**config.mk**
```make
export PLATFORM = sky130hd
export DESIGN_NAME = refresh_request_throttle_flat
export DESIGN_NICKNAME = d
export VERILOG_FILES = /design/src/design/rrt_pkg.sv /design/src/design/rrt_if.sv /design/src/design/rrt_core.sv /design/src/design/rrt_obuf.sv /design/src/design/refresh_request_throttle.sv /design/src/flat_wrapper.sv
export SDC_FILE = /design/constraint.sdc
export NUM_CORES = 1
export LEC_CHECK = 0
export BUFFER_PORTS_ARGS = -buffer_cell sky130_fd_sc_hd__buf_4
export CAP_MARGIN = 5
export CORE_MARGIN = 5
export CORE_UTILIZATION = 30
export CTS_BUF_LIST = sky130_fd_sc_hd__clkbuf_2
export DETAILED_ROUTE_END_ITERATION = 12
export SLEW_MARGIN = 20
export SYNTH_ARGS = -nofsm -noshare
export SYNTH_HDL_FRONTEND = slang
export SYNTH_HIERARCHICAL = 1
export SYNTH_SLANG_ARGS = --single-unit
```
**constraint.sdc**
```tcl
create_clock -name clk -period 48.2 [get_ports clk]
set_input_delay 9.64 -clock clk [delete_from_list [all_inputs] [get_ports clk]]
set_output_delay 9.64 -clock clk [all_outputs]
set_load 0.1 [all_outputs]
```
**src/design/rrt_pkg.sv**
```systemverilog
// rrt_pkg: shared types and constants for the refresh request throttle.
// Holds status and command codes, register indexes and the result word layout.
// No dependencies.
`timescale 1ns / 1ps

package rrt_pkg;

  // Fixed field widths
  localparam int TIME_W     = 48;
  localparam int INTERVAL_W = 16;
  localparam int ANIM_W     = 4;
  localparam int FIELD_W    = 32;
  localparam int CFG_IDX_W  = 2;
  localparam int CFG_DATA_W = 16;

  // Event counter slots
  localparam int NUM_CNT  = 5;
  localparam int CNT_REQ  = 0;
  localparam int CNT_COAL = 1;
  localparam int CNT_LIM  = 2;
  localparam int CNT_ACC  = 3;
  localparam int CNT_CONS = 4;

  typedef enum logic [2:0] {
    ST_INACTIVE  = 3'd0,
    ST_COALESCED = 3'd1,
    ST_LIMITED   = 3'd2,
    ST_ACCEPTED  = 3'd3,
    ST_CONSUMED  = 3'd4,
    ST_NOTHING   = 3'd5
  } status_t;

  typedef enum logic {
    CMD_REQUEST = 1'b0,
    CMD_CONSUME = 1'b1
  } cmd_t;

  typedef enum logic [CFG_IDX_W-1:0] {
    REG_GATE     = 2'd0,
    REG_INTERVAL = 2'd1,
    REG_ANIM     = 2'd2
  } reg_idx_t;

  typedef struct packed {
    logic                  valid;
    logic [CFG_IDX_W-1:0]  index;
    logic [CFG_DATA_W-1:0] data;
  } cfg_wr_t;

  typedef struct packed {
    status_t              status;
    logic                 pending_now;
    logic [FIELD_W-1:0]   requested_count;
    logic [FIELD_W-1:0]   coalesced_count;
    logic [FIELD_W-1:0]   limited_count;
    logic [FIELD_W-1:0]   accepted_count;
    logic [FIELD_W-1:0]   consumed_count;
    logic                 peak_pending;
  } result_t;

endpackage

```
**src/design/rrt_if.sv**
```systemverilog
// rrt_if: valid/ready channel interfaces for the refresh request throttle.
// Request, result and configuration channels. Depends on rrt_pkg.
`timescale 1ns / 1ps

interface rrt_req_if;
  import rrt_pkg::*;
  logic              valid;
  logic              ready;
  logic              cmd;
  logic [TIME_W-1:0] time_ms;
  modport source (output valid, output cmd, output time_ms, input ready);
  modport sink   (input valid, input cmd, input time_ms, output ready);
endinterface

interface rrt_rsp_if;
  import rrt_pkg::*;
  logic               valid;
  logic               ready;
  logic [2:0]         status;
  logic               pending_now;
  logic [FIELD_W-1:0] requested_count;
  logic [FIELD_W-1:0] coalesced_count;
  logic [FIELD_W-1:0] limited_count;
  logic [FIELD_W-1:0] accepted_count;
  logic [FIELD_W-1:0] consumed_count;
  logic               peak_pending;
  modport source (output valid, output status, output pending_now,
                  output requested_count, output coalesced_count,
                  output limited_count, output accepted_count,
                  output consumed_count, output peak_pending, input ready);
  modport sink   (input valid, input status, input pending_now,
                  input requested_count, input coalesced_count,
                  input limited_count, input accepted_count,
                  input consumed_count, input peak_pending, output ready);
endinterface

interface rrt_cfg_if;
  import rrt_pkg::*;
  logic                  valid;
  logic                  ready;
  logic [CFG_IDX_W-1:0]  index;
  logic [CFG_DATA_W-1:0] data;
  modport source (output valid, output index, output data, input ready);
  modport sink   (input valid, input index, input data, output ready);
endinterface

```
**src/design/rrt_core.sv**
```systemverilog
// rrt_core: decision logic, configuration registers, mark and event counters.
// Steps one word per cycle while step is high; returns its result. Uses rrt_pkg.
`timescale 1ns / 1ps

module rrt_core #(
  parameter int INTERVAL_FLOOR_MS = 100,
  parameter int COUNTER_WIDTH     = 32
) (
  input  logic                   clk,
  input  logic                   rst,
  input  logic                   step,
  input  logic                   cmd,
  input  logic [rrt_pkg::TIME_W-1:0] time_ms,
  input  rrt_pkg::cfg_wr_t       cfg,
  output rrt_pkg::result_t       res
);
  import rrt_pkg::*;

  localparam logic [INTERVAL_W-1:0] FLOOR = INTERVAL_W'(INTERVAL_FLOOR_MS);

  // Configuration registers
  logic                  gate_active;
  logic [INTERVAL_W-1:0] min_interval_ms;
  logic [ANIM_W-1:0]     animation_id;

  // Throttle state
  logic                  pending_flag;
  logic                  have_last_mark;
  logic [TIME_W-1:0]     last_accept_time;
  logic                  peak_pending_flag;
  logic [COUNTER_WIDTH-1:0] cnt [NUM_CNT];

  logic                  pending_next;
  logic                  have_last_mark_next;
  logic                  peak_next;
  logic                  mark_load;
  logic                  clear_marks;
  logic [NUM_CNT-1:0]    bump;
  status_t               status;
  logic [INTERVAL_W-1:0] eff_cur;
  logic [INTERVAL_W-1:0] eff_new;
  logic [TIME_W-1:0]     elapsed;
  logic                  too_soon;
  logic [COUNTER_WIDTH-1:0]         cnt_next [NUM_CNT];
  logic [COUNTER_WIDTH+FIELD_W-1:0] cnt_ext  [NUM_CNT];

  // Effective interval, raised to the floor
  assign eff_cur = (min_interval_ms < FLOOR) ? FLOOR : min_interval_ms;
  assign eff_new = (cfg.data < FLOOR) ? FLOOR : cfg.data;

  // Backwards time or short gap since the mark
  assign elapsed  = time_ms - last_accept_time;
  assign too_soon = have_last_mark &&
                    ((time_ms < last_accept_time) ||
                     (elapsed < {{(TIME_W-INTERVAL_W){1'b0}}, eff_cur}));

  // Classify the word
  always_comb begin
    status              = ST_NOTHING;
    bump                = '0;
    pending_next        = pending_flag;
    have_last_mark_next = have_last_mark;
    peak_next           = peak_pending_flag;
    mark_load           = 1'b0;
    if (cmd == CMD_CONSUME) begin
      if (pending_flag) begin
        status         = ST_CONSUMED;
        pending_next   = 1'b0;
        bump[CNT_CONS] = 1'b1;
      end
    end else begin
      bump[CNT_REQ] = 1'b1;
      if (!gate_active) begin
        status = ST_INACTIVE;
      end else if (pending_flag) begin
        status         = ST_COALESCED;
        bump[CNT_COAL] = 1'b1;
      end else if (too_soon) begin
        status        = ST_LIMITED;
        bump[CNT_LIM] = 1'b1;
      end else begin
        status              = ST_ACCEPTED;
        bump[CNT_ACC]       = 1'b1;
        pending_next        = 1'b1;
        have_last_mark_next = 1'b1;
        peak_next           = 1'b1;
        mark_load           = 1'b1;
      end
    end
  end

  // Saturating counter increments
  always_comb begin
    for (int i = 0; i < NUM_CNT; i++) begin
      cnt_next[i] = (bump[i] && (cnt[i] != '1)) ? cnt[i] + 1'b1 : cnt[i];
      cnt_ext[i]  = {{FIELD_W{1'b0}}, cnt_next[i]};
    end
  end

  // Decide whether a register write drops the pending refresh and mark
  always_comb begin
    clear_marks = 1'b0;
    if (cfg.valid) begin
      unique case (cfg.index)
        REG_GATE:     clear_marks = !cfg.data[0] || !gate_active;
        REG_INTERVAL: clear_marks = (eff_new != eff_cur);
        REG_ANIM:     clear_marks = (cfg.data[ANIM_W-1:0] != animation_id);
        default:      clear_marks = 1'b0;
      endcase
    end
  end

  // Configuration registers
  always_ff @(posedge clk) begin
    if (rst) begin
      gate_active     <= 1'b0;
      min_interval_ms <= '0;
      animation_id    <= '0;
    end else if (cfg.valid) begin
      unique case (cfg.index)
        REG_GATE:     gate_active     <= cfg.data[0];
        REG_INTERVAL: min_interval_ms <= cfg.data;
        REG_ANIM:     animation_id    <= cfg.data[ANIM_W-1:0];
        default:      ;
      endcase
    end
  end

  // Pending flag, mark and counters
  always_ff @(posedge clk) begin
    if (rst) begin
      pending_flag      <= 1'b0;
      have_last_mark    <= 1'b0;
      last_accept_time  <= '0;
      peak_pending_flag <= 1'b0;
      for (int i = 0; i < NUM_CNT; i++) begin
        cnt[i] <= '0;
      end
    end else if (clear_marks) begin
      pending_flag   <= 1'b0;
      have_last_mark <= 1'b0;
    end else if (step) begin
      pending_flag      <= pending_next;
      have_last_mark    <= have_last_mark_next;
      peak_pending_flag <= peak_next;
      if (mark_load) begin
        last_accept_time <= time_ms;
      end
      for (int i = 0; i < NUM_CNT; i++) begin
        cnt[i] <= cnt_next[i];
      end
    end
  end

  // Result word, low bits of each counter
  always_comb begin
    res.status          = status;
    res.pending_now     = pending_next;
    res.requested_count = cnt_ext[CNT_REQ][FIELD_W-1:0];
    res.coalesced_count = cnt_ext[CNT_COAL][FIELD_W-1:0];
    res.limited_count   = cnt_ext[CNT_LIM][FIELD_W-1:0];
    res.accepted_count  = cnt_ext[CNT_ACC][FIELD_W-1:0];
    res.consumed_count  = cnt_ext[CNT_CONS][FIELD_W-1:0];
    res.peak_pending    = peak_next;
  end

endmodule

```
**src/design/rrt_obuf.sv**
```systemverilog
// rrt_obuf: two-entry result buffer (head register plus skid register).
// Lets a new word in while one result still waits downstream. Depends on rrt_pkg.
`timescale 1ns / 1ps

module rrt_obuf (
  input  logic             clk,
  input  logic             rst,
  input  logic             push,
  input  rrt_pkg::result_t push_data,
  output logic             space,
  output logic             head_valid,
  input  logic             pop,
  output rrt_pkg::result_t head_data
);
  import rrt_pkg::*;

  logic    v0;
  logic    v1;
  result_t slot0;
  result_t slot1;

  assign space      = !v1;
  assign head_valid = v0;
  assign head_data  = slot0;

  // Occupancy
  always_ff @(posedge clk) begin
    if (rst) begin
      v0 <= 1'b0;
      v1 <= 1'b0;
    end else if (pop && !push) begin
      v0 <= v1;
      v1 <= 1'b0;
    end else if (push && !pop) begin
      if (v0) begin
        v1 <= 1'b1;
      end else begin
        v0 <= 1'b1;
      end
    end
  end

  // Payload: advance the skid word on pop, land new words behind it
  always_ff @(posedge clk) begin
    if (pop && push) begin
      if (v1) begin
        slot0 <= slot1;
        slot1 <= push_data;
      end else begin
        slot0 <= push_data;
      end
    end else if (pop) begin
      slot0 <= slot1;
    end else if (push) begin
      if (v0) begin
        slot1 <= push_data;
      end else begin
        slot0 <= push_data;
      end
    end
  end

endmodule

```
**src/design/refresh_request_throttle.sv**
```systemverilog
// Refresh request throttle: takes one request or consume word per clock while
// the result buffer has space and returns exactly one result word for each,
// held in a registered result buffer. The whole decision (gate, pending check,
// 48-bit elapsed-time compare against the floored interval) and the counter
// next values are combinational, so the sustained rate is one word per cycle. A
// two-entry result buffer lets the block keep taking words while one result
// waits; input ready drops only when both entries are full. Configuration
// writes are always taken (ready high) and must be issued only while the
// block is idle. Depends on rrt_pkg, rrt_if, rrt_core and rrt_obuf.
`timescale 1ns / 1ps

module refresh_request_throttle #(
  parameter int INTERVAL_FLOOR_MS = 100,
  parameter int COUNTER_WIDTH     = 32
) (
  input logic          clk,
  input logic          rst,
  rrt_req_if.sink      req,
  rrt_rsp_if.source    rsp,
  rrt_cfg_if.sink      cfg
);
  import rrt_pkg::*;

  logic    space;
  logic    step;
  logic    pop;
  cfg_wr_t cfg_wr;
  result_t res;
  result_t head;

  assign req.ready = space;
  assign step      = req.valid && space;
  assign pop       = rsp.valid && rsp.ready;

  // Configuration port never stalls
  assign cfg.ready    = 1'b1;
  assign cfg_wr.valid = cfg.valid;
  assign cfg_wr.index = cfg.index;
  assign cfg_wr.data  = cfg.data;

  rrt_core #(
    .INTERVAL_FLOOR_MS (INTERVAL_FLOOR_MS),
    .COUNTER_WIDTH     (COUNTER_WIDTH)
  ) u_core (
    .clk     (clk),
    .rst     (rst),
    .step    (step),
    .cmd     (req.cmd),
    .time_ms (req.time_ms),
    .cfg     (cfg_wr),
    .res     (res)
  );

  rrt_obuf u_obuf (
    .clk        (clk),
    .rst        (rst),
    .push       (step),
    .push_data  (res),
    .space      (space),
    .head_valid (rsp.valid),
    .pop        (pop),
    .head_data  (head)
  );

  // Unpack the head result word onto the channel
  assign rsp.status          = head.status;
  assign rsp.pending_now     = head.pending_now;
  assign rsp.requested_count = head.requested_count;
  assign rsp.coalesced_count = head.coalesced_count;
  assign rsp.limited_count   = head.limited_count;
  assign rsp.accepted_count  = head.accepted_count;
  assign rsp.consumed_count  = head.consumed_count;
  assign rsp.peak_pending    = head.peak_pending;

endmodule

```
**src/flat_wrapper.sv**
```systemverilog
// flat-port wrapper written by rule: the top's interface ports become plain ports
module refresh_request_throttle_flat import rrt_pkg::*;
#(
  parameter int INTERVAL_FLOOR_MS = 100,
  parameter int COUNTER_WIDTH     = 32
)
  (clk, rst, req_valid, req_cmd, req_time_ms, req_ready, rsp_valid, rsp_status, rsp_pending_now, rsp_requested_count, rsp_coalesced_count, rsp_limited_count, rsp_accepted_count, rsp_consumed_count, rsp_peak_pending, rsp_ready, cfg_valid, cfg_index, cfg_data, cfg_ready);
  rrt_req_if req_i ();
  rrt_rsp_if rsp_i ();
  rrt_cfg_if cfg_i ();
  input logic clk;
  input logic rst;
  input wire logic [$bits(req_i.valid)-1:0] req_valid;
  input wire logic [$bits(req_i.cmd)-1:0] req_cmd;
  input wire logic [$bits(req_i.time_ms)-1:0] req_time_ms;
  output wire logic [$bits(req_i.ready)-1:0] req_ready;
  output wire logic [$bits(rsp_i.valid)-1:0] rsp_valid;
  output wire logic [$bits(rsp_i.status)-1:0] rsp_status;
  output wire logic [$bits(rsp_i.pending_now)-1:0] rsp_pending_now;
  output wire logic [$bits(rsp_i.requested_count)-1:0] rsp_requested_count;
  output wire logic [$bits(rsp_i.coalesced_count)-1:0] rsp_coalesced_count;
  output wire logic [$bits(rsp_i.limited_count)-1:0] rsp_limited_count;
  output wire logic [$bits(rsp_i.accepted_count)-1:0] rsp_accepted_count;
  output wire logic [$bits(rsp_i.consumed_count)-1:0] rsp_consumed_count;
  output wire logic [$bits(rsp_i.peak_pending)-1:0] rsp_peak_pending;
  input wire logic [$bits(rsp_i.ready)-1:0] rsp_ready;
  input wire logic [$bits(cfg_i.valid)-1:0] cfg_valid;
  input wire logic [$bits(cfg_i.index)-1:0] cfg_index;
  input wire logic [$bits(cfg_i.data)-1:0] cfg_data;
  output wire logic [$bits(cfg_i.ready)-1:0] cfg_ready;
  assign req_i.valid = req_valid;
  assign req_i.cmd = req_cmd;
  assign req_i.time_ms = req_time_ms;
  assign req_ready = req_i.ready;
  assign rsp_valid = rsp_i.valid;
  assign rsp_status = rsp_i.status;
  assign rsp_pending_now = rsp_i.pending_now;
  assign rsp_requested_count = rsp_i.requested_count;
  assign rsp_coalesced_count = rsp_i.coalesced_count;
  assign rsp_limited_count = rsp_i.limited_count;
  assign rsp_accepted_count = rsp_i.accepted_count;
  assign rsp_consumed_count = rsp_i.consumed_count;
  assign rsp_peak_pending = rsp_i.peak_pending;
  assign rsp_i.ready = rsp_ready;
  assign cfg_i.valid = cfg_valid;
  assign cfg_i.index = cfg_index;
  assign cfg_i.data = cfg_data;
  assign cfg_ready = cfg_i.ready;
  refresh_request_throttle #(.INTERVAL_FLOOR_MS(INTERVAL_FLOOR_MS), .COUNTER_WIDTH(COUNTER_WIDTH)) u_core (.clk(clk), .rst(rst), .req(req_i), .rsp(rsp_i), .cfg(cfg_i));
endmodule
```
Word level (Yosys, flattened, before mapping)

Memory sizes are Yosys's and may differ from the RTL's.
Cells that the tools add are included.

Memory bits (writable): 160
Input bits: 72
Output and inout bits: 168
Memories kept: 1
Register bits: 404
ROM bits: 0
Bits in latches: 0
Word-level logic and storage cells: 145

Memory list:

| memory            | words | width | read ports | clocked after memory_dff | write ports | RTL line       | text |
|---|---|---|---|---|---|---|---|
| u_core.u_core.cnt | 5     | 32    | 5          | 0                        | 5           | rrt_core.sv:31 | `logic [COUNTER_WIDTH-1:0] cnt [NUM_CNT];` |

Add/subtract/negate cells: 6
Multiplexer cells: 54
Equality and inequality tests: 12
$mul: 0
Reductions and logical operators: 34
Shifts and indexed selects: 0
Divide/modulo/power cells: 0
Order comparisons: 4
Bitwise gates (word level): 9

Operators by type and width:

| cell                                                        | count |
|---|---|
| two-way mux 165 bit                                         | 10 |
| two-way mux 32 bit                                          | 10 |
| adder 32 x 1 -> 32 bit, second input constant               | 5 |
| != test 32 bit, second input constant                       | 5 |
| less-than comparator 48 x 16 -> 1 bit                       | 1 |
| less-than comparator 48 bit                                 | 1 |
| subtractor 48 bit                                           | 1 |
| less-than comparator 16 x 7 -> 1 bit, second input constant | 2 |
| two-way mux 16 bit                                          | 2 |
| two-way mux 1 bit                                           | 25 |
| != test 16 bit                                              | 1 |
| AND reduction 2 bit                                         | 6 |
| logical AND 1 bit                                           | 11 |
| two-way mux 2 bit                                           | 3 |
| two-way mux 3 bit                                           | 2 |
| nonzero test 2 bit                                          | 3 |
| logical NOT 1 bit                                           | 5 |
| bitwise OR 1 bit                                            | 5 |
| AND reduction 5 bit                                         | 1 |
| two-way mux 4 bit                                           | 1 |
| != test 4 bit                                               | 1 |
| NOT 1 bit                                                   | 4 |
| AND reduction 4 bit                                         | 1 |
| OR reduction 2 bit                                          | 2 |
| 10 further kinds                                            | 11 |

Longest topological paths before layout

Gate-level depths: netlist of the first run.

Depth after elaboration: 15
Depth in mapped cells: 25
Gate-level depth less buffers: 23

Modules after synthesis

Netlist of the first run, hierarchy kept.

By module, submodules not included:

| module                   | times used | area an instance (sq um) | sequential area each (sq um) | cells an instance |
|---|---|---|---|---|
| rrt_core                 | 1          | 16,743.6                 | 6,246.0                      | 1,929 |
| rrt_obuf                 | 1          | 12,102.9                 | 9,949.5                      | 534 |
| refresh_request_throttle | 1          | 23.8                     | 0.0                          | 4 |

Least setup slack after synthesis of the first run

OpenSTA, ideal clock, no wires.

Path kind: input to register
Start: input port req_valid
End: register u_core/u_obuf/slot1[0] in the netlist's numbering (enable)
Setup time: 1,568 ps
Data arrival time: 35,720 ps
Stages: 4
Data required time: 46,632 ps
Slack: 10,912 ps
Path buffers: 0
Cells stage by stage: and2_1 > ha_1 > nor2_1 > a2111oi_0

Word-level cells in the longest chain between the ends: 4
Elaborated cells on any way between the ends: 7
Those cells by class: eq/ne (2); reduce/logical (5)

Ends and longest elaborated chain:

| what                                                         | RTL line                       | text |
|---|---|---|
| from (decl)                                                  | flat_wrapper.sv:13             | `input wire logic [$bits(req_i.valid)-1:0] req_valid;` |
| logical AND 1 bit *                                          | refresh_request_throttle.sv:32 | `assign step = req.valid && space;` |
| logical AND 1 bit                                            | rrt_obuf.sv:45                 | `if (pop && push) begin` |
| != test 2 bit (no source line), or another cell as far along | n/a                            |  |
| AND reduction 4 bit (no source line) *                       | n/a                            |  |
| to (signal assigned)                                         | rrt_obuf.sv:48                 | `slot1 <= push_data;` |
| to (signal assigned)                                         | rrt_obuf.sv:56                 | `slot1 <= push_data;` |
| to (decl)                                                    | rrt_obuf.sv:20                 | `result_t slot1;` |

Every way passes the cells marked *; elsewhere a longest branch is shown, timed or not.
A chain may end at the register's enable or synchronous reset.

==> out/results.ini, run 1 <==
[route]
vias = 19900
drt_pre_antenna_iters = 5
routed_wl_mm = 71.9
vias_per_cell = 4.79
wl_per_cell_um = 17.3
drc = 0
drt_iter0_drc = 1089
postRouteAntennaNets = 0

[synthesis]
synth_ff_type = edfxtp_1
synthMuxAreaShare_pct = 9.69
synth_xor_area_share_pct = 5.22
ys_seq_elements = 564
yosysSeqAreaShare_pct = 56.1
synthCells = 2467
yosys_warnings = 6
synth_top_area_share_pct = 51.0
synth_area_um2 = 28900
synth_area_leaders = edfxtp_1 51%, dfxtp_1 5.1%, mux2_2 4.3%
synth_largest_area_cell = edfxtp_1
synth_fa_ha_area_share_pct = 3.28
synth_simple_gate_area_share_pct = 15.3
syn_nets = 2614
synthArstFlopShare_pct = 0
synth_edf_count = 490
synth_compound_area_share_pct = 7.36
yosysUniqueCellTypes = 79
synth_top_family_by_area = simple AND/OR/NAND/NOR gates
syn-mean-instance-area_um2 = 11.7

[die]
core_um2 = 95300
die_y_um = 320
start_util_pct = 30.3
dieWidth_um = 320
ios = 240
dieArea_um2 = 103000
num_rows = 113

[power_and_ir_drop]
ir_drop_uv = 16.1
finalPower_mw = 1.29
p_leak_nw = 12.9
powerDensity_nw_per_um2 = 38.7

[global_routing]
grt_max_degree = 166
use_met1_pct = 18.5
grtUsageMet3_pct = 3.66
gr-usage-met2_pct = 21.0
grt_util_all_layers_pct = 13.6
grt_pass1_wl_mm = 111
top_usage_layer = met2
grt_pass1_vias = 19600
grt_antenna_before_repair = 2
overflow = 0

[final_layout]
layout_commonest_cell = edfxtp_1
nFillCells = 9659
stdcell_count = 4158
multi_input_area_um2 = 11800
final_cell_area_um2 = 33400
nets = 2923
layout-drive-gt1-share_pct = 23.5
final_cell_mix = 490 x edfxtp_1, 247 x buf_4, 236 x clkbuf_2
seqCellArea_um2 = 16200
area.growth.synth_to_final_pct = 15.6
final_core_util_pct = 35.0

[worst_hold_path]
hold_path.class = reg2reg
min_delay_worst_endpoint = u_core/u_core/animation_id[1]$_SDFFE_PP0P_
whs_path_depth = 2
worstHoldStart = u_core/u_core/animation_id[1]$_SDFFE_PP0P_

[timing]
finalHoldViolCount = 0
setup_viol = 0
post-route-min-period_ns = 15.02
whs_ns = 0.477
drv_slew = 0
rsz0062_at_grt = no
period_share_pct = 31.2
slew_headroom_pct = 28.4
clock-skew-final_ns = 0.101
worst_slack_ns = 33.18
setup_tns_ns = 0
max_freq_mhz = 66.6
worst_pin_slew_ns = 1.07

[placed_design]
io_buffers = 238
place_area_um2 = 31900
placed_cells = 3882
gp_congestion = 0.886
dp_hpwl_mm = 48.7
pre_cts_ws_ns = 31.82

[clock_network]
clockBufferDepth = 3
ctsRootBufferMaster = clkbuf_2
htreeDepth = 4
cts_tree = built
cts.sinks = 564
numCtsBuffers = 157
cts_hold_buf = 0
postCtsSetupBuffers = 0
path_clk_slew_ns = 0.09
cts.repair.resized = 0
clock_latency_ns = 1.31

[worst_setup_path]
r2r_slack_ns = 41.33
endpoint_kind = flop
reg2reg_depth = 22
r2r_start = u_core/u_core/last_accept_time[0]$_SDFFE_PP0P_
worstPathMaxFanout = 21
worstPathRequired_ns = 49.23
cp.arrival_ns = 16.04
worstSetupPathType = in2reg
critPathLaunchType = input pin
timing.rr.end = u_core/u_obuf/head_data[64]$_DFFE_PP_

[run_status]
status = completed

[job]
maxCapViolCount = 0

==> synthesized netlist by cell type (18+ instances only) <==
cell type,count
edfxtp_1,490
nand2_1,226
nor2_1,161
a21oi_1,121
mux2_2,111
inv_1,105
xnor2_1,100
mux2i_1,87
nor2b_1,85
dfxtp_1,74
ha_1,74
xor2_1,72
nand3_1,71
clkbuf_1,64
nand4_1,64
o21ai_0,64
mux2_1,60
and2_1,48
or2_2,45
nor3_1,41
and3_1,37
buf_4,18
or3_1,18
==> report_power, final <==
| part | internal (mW) | total (mW) | switching, mW |
|---|---|---|---|
| registers | 0.591 | 0.616 | 0.0254 |
| clock network | 0.153 | 0.360 | 0.207 |
| logic | 0.0737 | 0.317 | 0.243 |
==> how the worst max path moves through the flow <==
| stage | from | end |
|---|---|---|
| 2_1_floorplan | req_valid | u_core/u_obuf/slot1[0]$_DFFE_PP_ |
| 3_3_place_gp | req_time_ms[0] | u_core/u_obuf/head_data[64]$_DFFE_PP_ |
| 3_5_place_dp | req_time_ms[0] | u_core/u_obuf/head_data[64]$_DFFE_PP_ |
| 4_1_cts | req_time_ms[0] | u_core/u_obuf/head_data[64]$_DFFE_PP_ |
| 5_1_grt | req_time_ms[0] | u_core/u_obuf/head_data[64]$_DFFE_PP_ |
| 6_report | req_time_ms[0] | u_core/u_obuf/head_data[64]$_DFFE_PP_ |
==> layout make-up <==
| class | instances | share of cell area (%) |
|---|---|---|
| Timing Repair Buffer | 249 | 5.67 |
| Inverter | 105 | 1.18 |
| Tap cell | 1265 | 4.74 |
| Clock buffer | 236 | 3.54 |
| Sequential cell | 564 | 48.5 |
| Multi-Input combinational cell | 1699 | 35.4 |
| Antenna cell | 4 | 0.0300 |
| Clock inverter | 36 | 0.884 |
==> state kept, by name (all words and copies together) (netlist names) <==
name,cells
u_core/u_core/animation_id,4
u_core/u_obuf/slot1,165
u_core/u_core/pending_flag,1
u_core/u_core/cnt,160
u_core/u_core/gate_active,1
u_core/u_core/have_last_mark,1
u_core/u_core/last_accept_time,48
u_core/u_obuf/head_data,165
u_core/u_core/peak_pending_flag,1
u_core/u_core/min_interval_ms,16
u_core/u_obuf/v1,1
u_core/u_obuf/head_valid,1
==> worst max-delay path, cell delays in order <==
cell	delay, ns
buf_4	0.08
inv_1	0.03
ha_1	0.20
fa_1	0.39
nand2b_1	0.18
a21oi_1	0.24
nor2_1	0.13
o31ai_1	0.35
a31oi_1	0.20
xnor2_1	0.18
ha_1	0.32
nand4_1	0.12
nor2_1	0.08
a22oi_1	0.20
o2111ai_1	0.14
or4_1	0.53
nor4_1	0.28
o2111ai_1	0.15
and4bb_2	0.33
nand4_2	0.63
nand4_1	0.94
nor3_1	0.18
xor2_1	0.19
mux2_2	0.28
==> per-layer routing <==
| metal | part of all wire [%] | wire length, um |
|---|---|---|
| met5 | 0 | 0 |
| met4 | 2.3 | 1680 |
| met3 | 6.2 | 4460 |
| met2 | 44 | 31900 |
| met1 | 47 | 33900 |
==> kinds of logic after synthesis <==
| kind of cell | after synthesis |
|---|---|
| AOI/OAI and AO/OA | 327 |
| DFF | 564 |
| and+or+nand+nor | 866 |
| other | 1 |
| buffers and inverters | 204 |
| adders and majority gates | 75 |
| muxes | 258 |
| xor gates and xnor gates | 172 |
(Power assumes the default switching activity.)
==> run 2, diff against run 1 <==
- ABC_AREA: unset -> 1
- clock period: 48.2 -> 13.7 ns (I/O delays scaled with it)
==> run 2 against run 1 <==
- clock skew increased by 0.014 ns
- clock-buffer cell count decreased by 10
- synthesized cell count grew 99%
- non-clock buffer count rose by 11
- synthesized area is 25% higher
- flip-flop and latch count stayed put
- sequential power increased to 3.6 times the previous value
- sequential share of layout area shrank 8.5 points
- register-to-register slack lost 33 ns
- cell count up 66%
- critical path depth up 7
- critical path type unchanged
- highest routed layer is now met5
==> out/results.ini, run 2 <==
[timing]
worst_pin_slew_ns = 1.10
slew_headroom_pct = 26.9
post-route-min-period_ns = 6.36
rsz0062_at_grt = no
setup_viol = 0
finalHoldViolCount = 0
drv_slew = 0
max_freq_mhz = 157
setup_tns_ns = 0
clock-skew-final_ns = 0.115
period_share_pct = 46.4

[worst_setup_path]
critical-path-slowest-cell = buf_4
cp_slowest_stage_delay_ns = 0.62
endpoint_kind = flop
worstPathMaxFanout = 76
worstSetupPathType = in2reg
timing.critical_path.buf_inv = 5
critPathTopFamily = simple AND/OR/NAND/NOR gates
critPathLaunchType = input pin
crit_path_frequent_cell = nand2_1
worstPathRequired_ns = 15.02
r2r_slack_ns = 8.39
cp.arrival_ns = 7.67

[power_and_ir_drop]
p_sw_mw = 2.05
swShare_pct = 41.1
ir_drop_uv = 75.2
finalPower_mw = 4.99
intPower_mw = 2.94
p_seq_share_pct = 44.1
combPwrFrac_pct = 29.7
p_leak_nw = 19.3
p_clk_share_pct = 26.2
powerDensity_nw_per_um2 = 123

[clock_network]
postCtsSetupBuffers = 0
cts_tree = built
clockBufferDepth = 3
numCtsBuffers = 160
htreeDepth = 4
cts_hold_buf = 0
cts.sinks = 564
path_clk_slew_ns = 0.11
clock_latency_ns = 1.47
cts.repair.resized = 0
ctsRootBufferMaster = clkbuf_2

[synthesis]
syn-mean-instance-area_um2 = 7.33
synthArstFlopShare_pct = 0
synthCells = 4911
ys_seq_elements = 564
synth_ff_type = edfxtp_1
synth_top_area_share_pct = 40.9
synth_edf_count = 490
synth_area_leaders = edfxtp_1 41%, nand2_1 18%, inv_1 8.6%
yosysUniqueCellTypes = 48
yosys_warnings = 6
syn_nets = 5058
yosysSeqAreaShare_pct = 45.0
synth_area_um2 = 36000
yosysMostFrequentCell = nand2_1
synth_common_cells = 1741 x nand2_1, 821 x inv_1, 490 x edfxtp_1
synth_largest_area_cell = edfxtp_1

[die]
dieWidth_um = 356
die_y_um = 356
dieArea_um2 = 127000
num_rows = 127
start_util_pct = 30.1
ios = 240
core_um2 = 119000

[route]
vias_per_cell = 4.62
wl_per_cell_um = 15.4
drt_iter0_drc = 2324
routed_wl_mm = 106
postRouteAntennaNets = 0
vias = 31800
drt_pre_antenna_iters = 6
drc = 0

[placed_design]
placed_cells = 6604
dp_hpwl_mm = 74.0
gp_congestion = 0.887
io_buffers = 238

[global_routing]
grt_antenna_before_repair = 5
grt_pass1_vias = 31200
grt_pass1_wl_mm = 168
overflow = 0
grt_max_degree = 107
grt_util_all_layers_pct = 16.5

[worst_hold_path]
hold_path.class = reg2reg

[final_layout]
nFillCells = 12900
stdcell_count = 6890
layout_commonest_cell = nand2_1
final_cell_mix = 1740 x nand2_1, 818 x inv_1, 490 x edfxtp_1
nets = 5301
layout-drive-gt1-share_pct = 10.5
area.growth.synth_to_final_pct = 12.4

[run_status]
status = completed

[job]
maxCapViolCount = 0

-- run 2: cell count changes after synthesis, sizes merged, moves of 85 or more --
cell and delta:
mux2i -87, nand3 +354, nor2b -85, mux2 -171
nor2 +265, nand2 +1518, buf +102, inv +723
-- run 2: path summary, 6_finish.rpt --
| kind | startpoint | endpoint | cells after the start |
|---|---|---|---|
| worst max-delay path | req_time_ms[0] | u_core/u_core/last_accept_time[44]$_SDFFE_PP0P_ | 31 |
| worst min-delay path | u_core/u_core/animation_id[3]$_SDFFE_PP0P_ | u_core/u_core/animation_id[3]$_SDFFE_PP0P_ | 2 |
| worst max register to register | u_core/u_core/last_accept_time[0]$_SDFFE_PP0P_ | u_core/u_core/last_accept_time[44]$_SDFFE_PP0P_ | 29 |
| worst min register to register | u_core/u_core/animation_id[3]$_SDFFE_PP0P_ | u_core/u_core/animation_id[3]$_SDFFE_PP0P_ | 2 |
-- run 2: per-stage QoR --
step                      hold slack (ns)  utilization (%)  instance area (um^2)  setup WS, ns
after CTS                           0.465             33.8                 40400          7.63
after detailed placement            0.449             32.6                 38900          5.91
after floorplan                     0.430                -                 36000          6.35
after global placement              0.447             32.6                 38900          6.04
after global routing                0.495             33.8                 40400          7.13
final                               0.468             33.8                 40400          7.34
-- run 2: power groups by stage --
stage	clock network, mW	logic [mW]	registers (mW)
6_report	1.31	1.48	2.20
5_1_grt	1.47	1.60	2.22
4_1_cts	1.39	1.49	2.20
3_5_place_dp	0	1.49	2.24
3_3_place_gp	0	1.47	2.24
2_1_floorplan	0	0.558	2.81
-- run 2: logic make-up (layout without fill, tap and decap cells) --
logic type / count (synthesis) / after routing / synth area share [%]
xor gates and xnor gates: 172 / 172 / 4.19
adders and majority gates: 75 / 75 / 2.63
buffers and inverters: 1011 / 1374 / 11.7
other: 1 / 5 / 0.0104
DFF: 564 / 564 / 45.0
and+or+nand+nor: 2855 / 2855 / 32.9
AOI/OAI and AO/OA: 233 / 233 / 3.57
-- run 2: metal layers --
metal  wire length, um  global-route usage, %  part of all wire [%]
met3              5670                   3.41                   5.3
met1             47200                   20.6                    44
met5                20                      0                 0.019
met2             50200                   27.9                    47
met4              3410                   6.40                   3.2
-- run 2: worst reg2reg max path, delay by kind of cell (launching register included) --
family,cells,cell delay [ns]
xor+xnor,1,0.17
fa+ha+maj,3,0.88
simple gates,21,2.76
flops,1,0.34
compound gates,1,0.19
buf+inv,3,0.80
-- run 2: area by class of cell --
cell class	count	area [um^2]	area share, %
Sequential cell	564	16200	40.1
Multi-Input combinational cell	3336	15600	38.6
Inverter	832	3150	7.80
Tap cell	1612	2020	4.99
Timing Repair Buffer	260	1950	4.83
Clock buffer	226	1130	2.80
Clock inverter	56	368	0.910
Antenna cell	4	10.0	0.0248
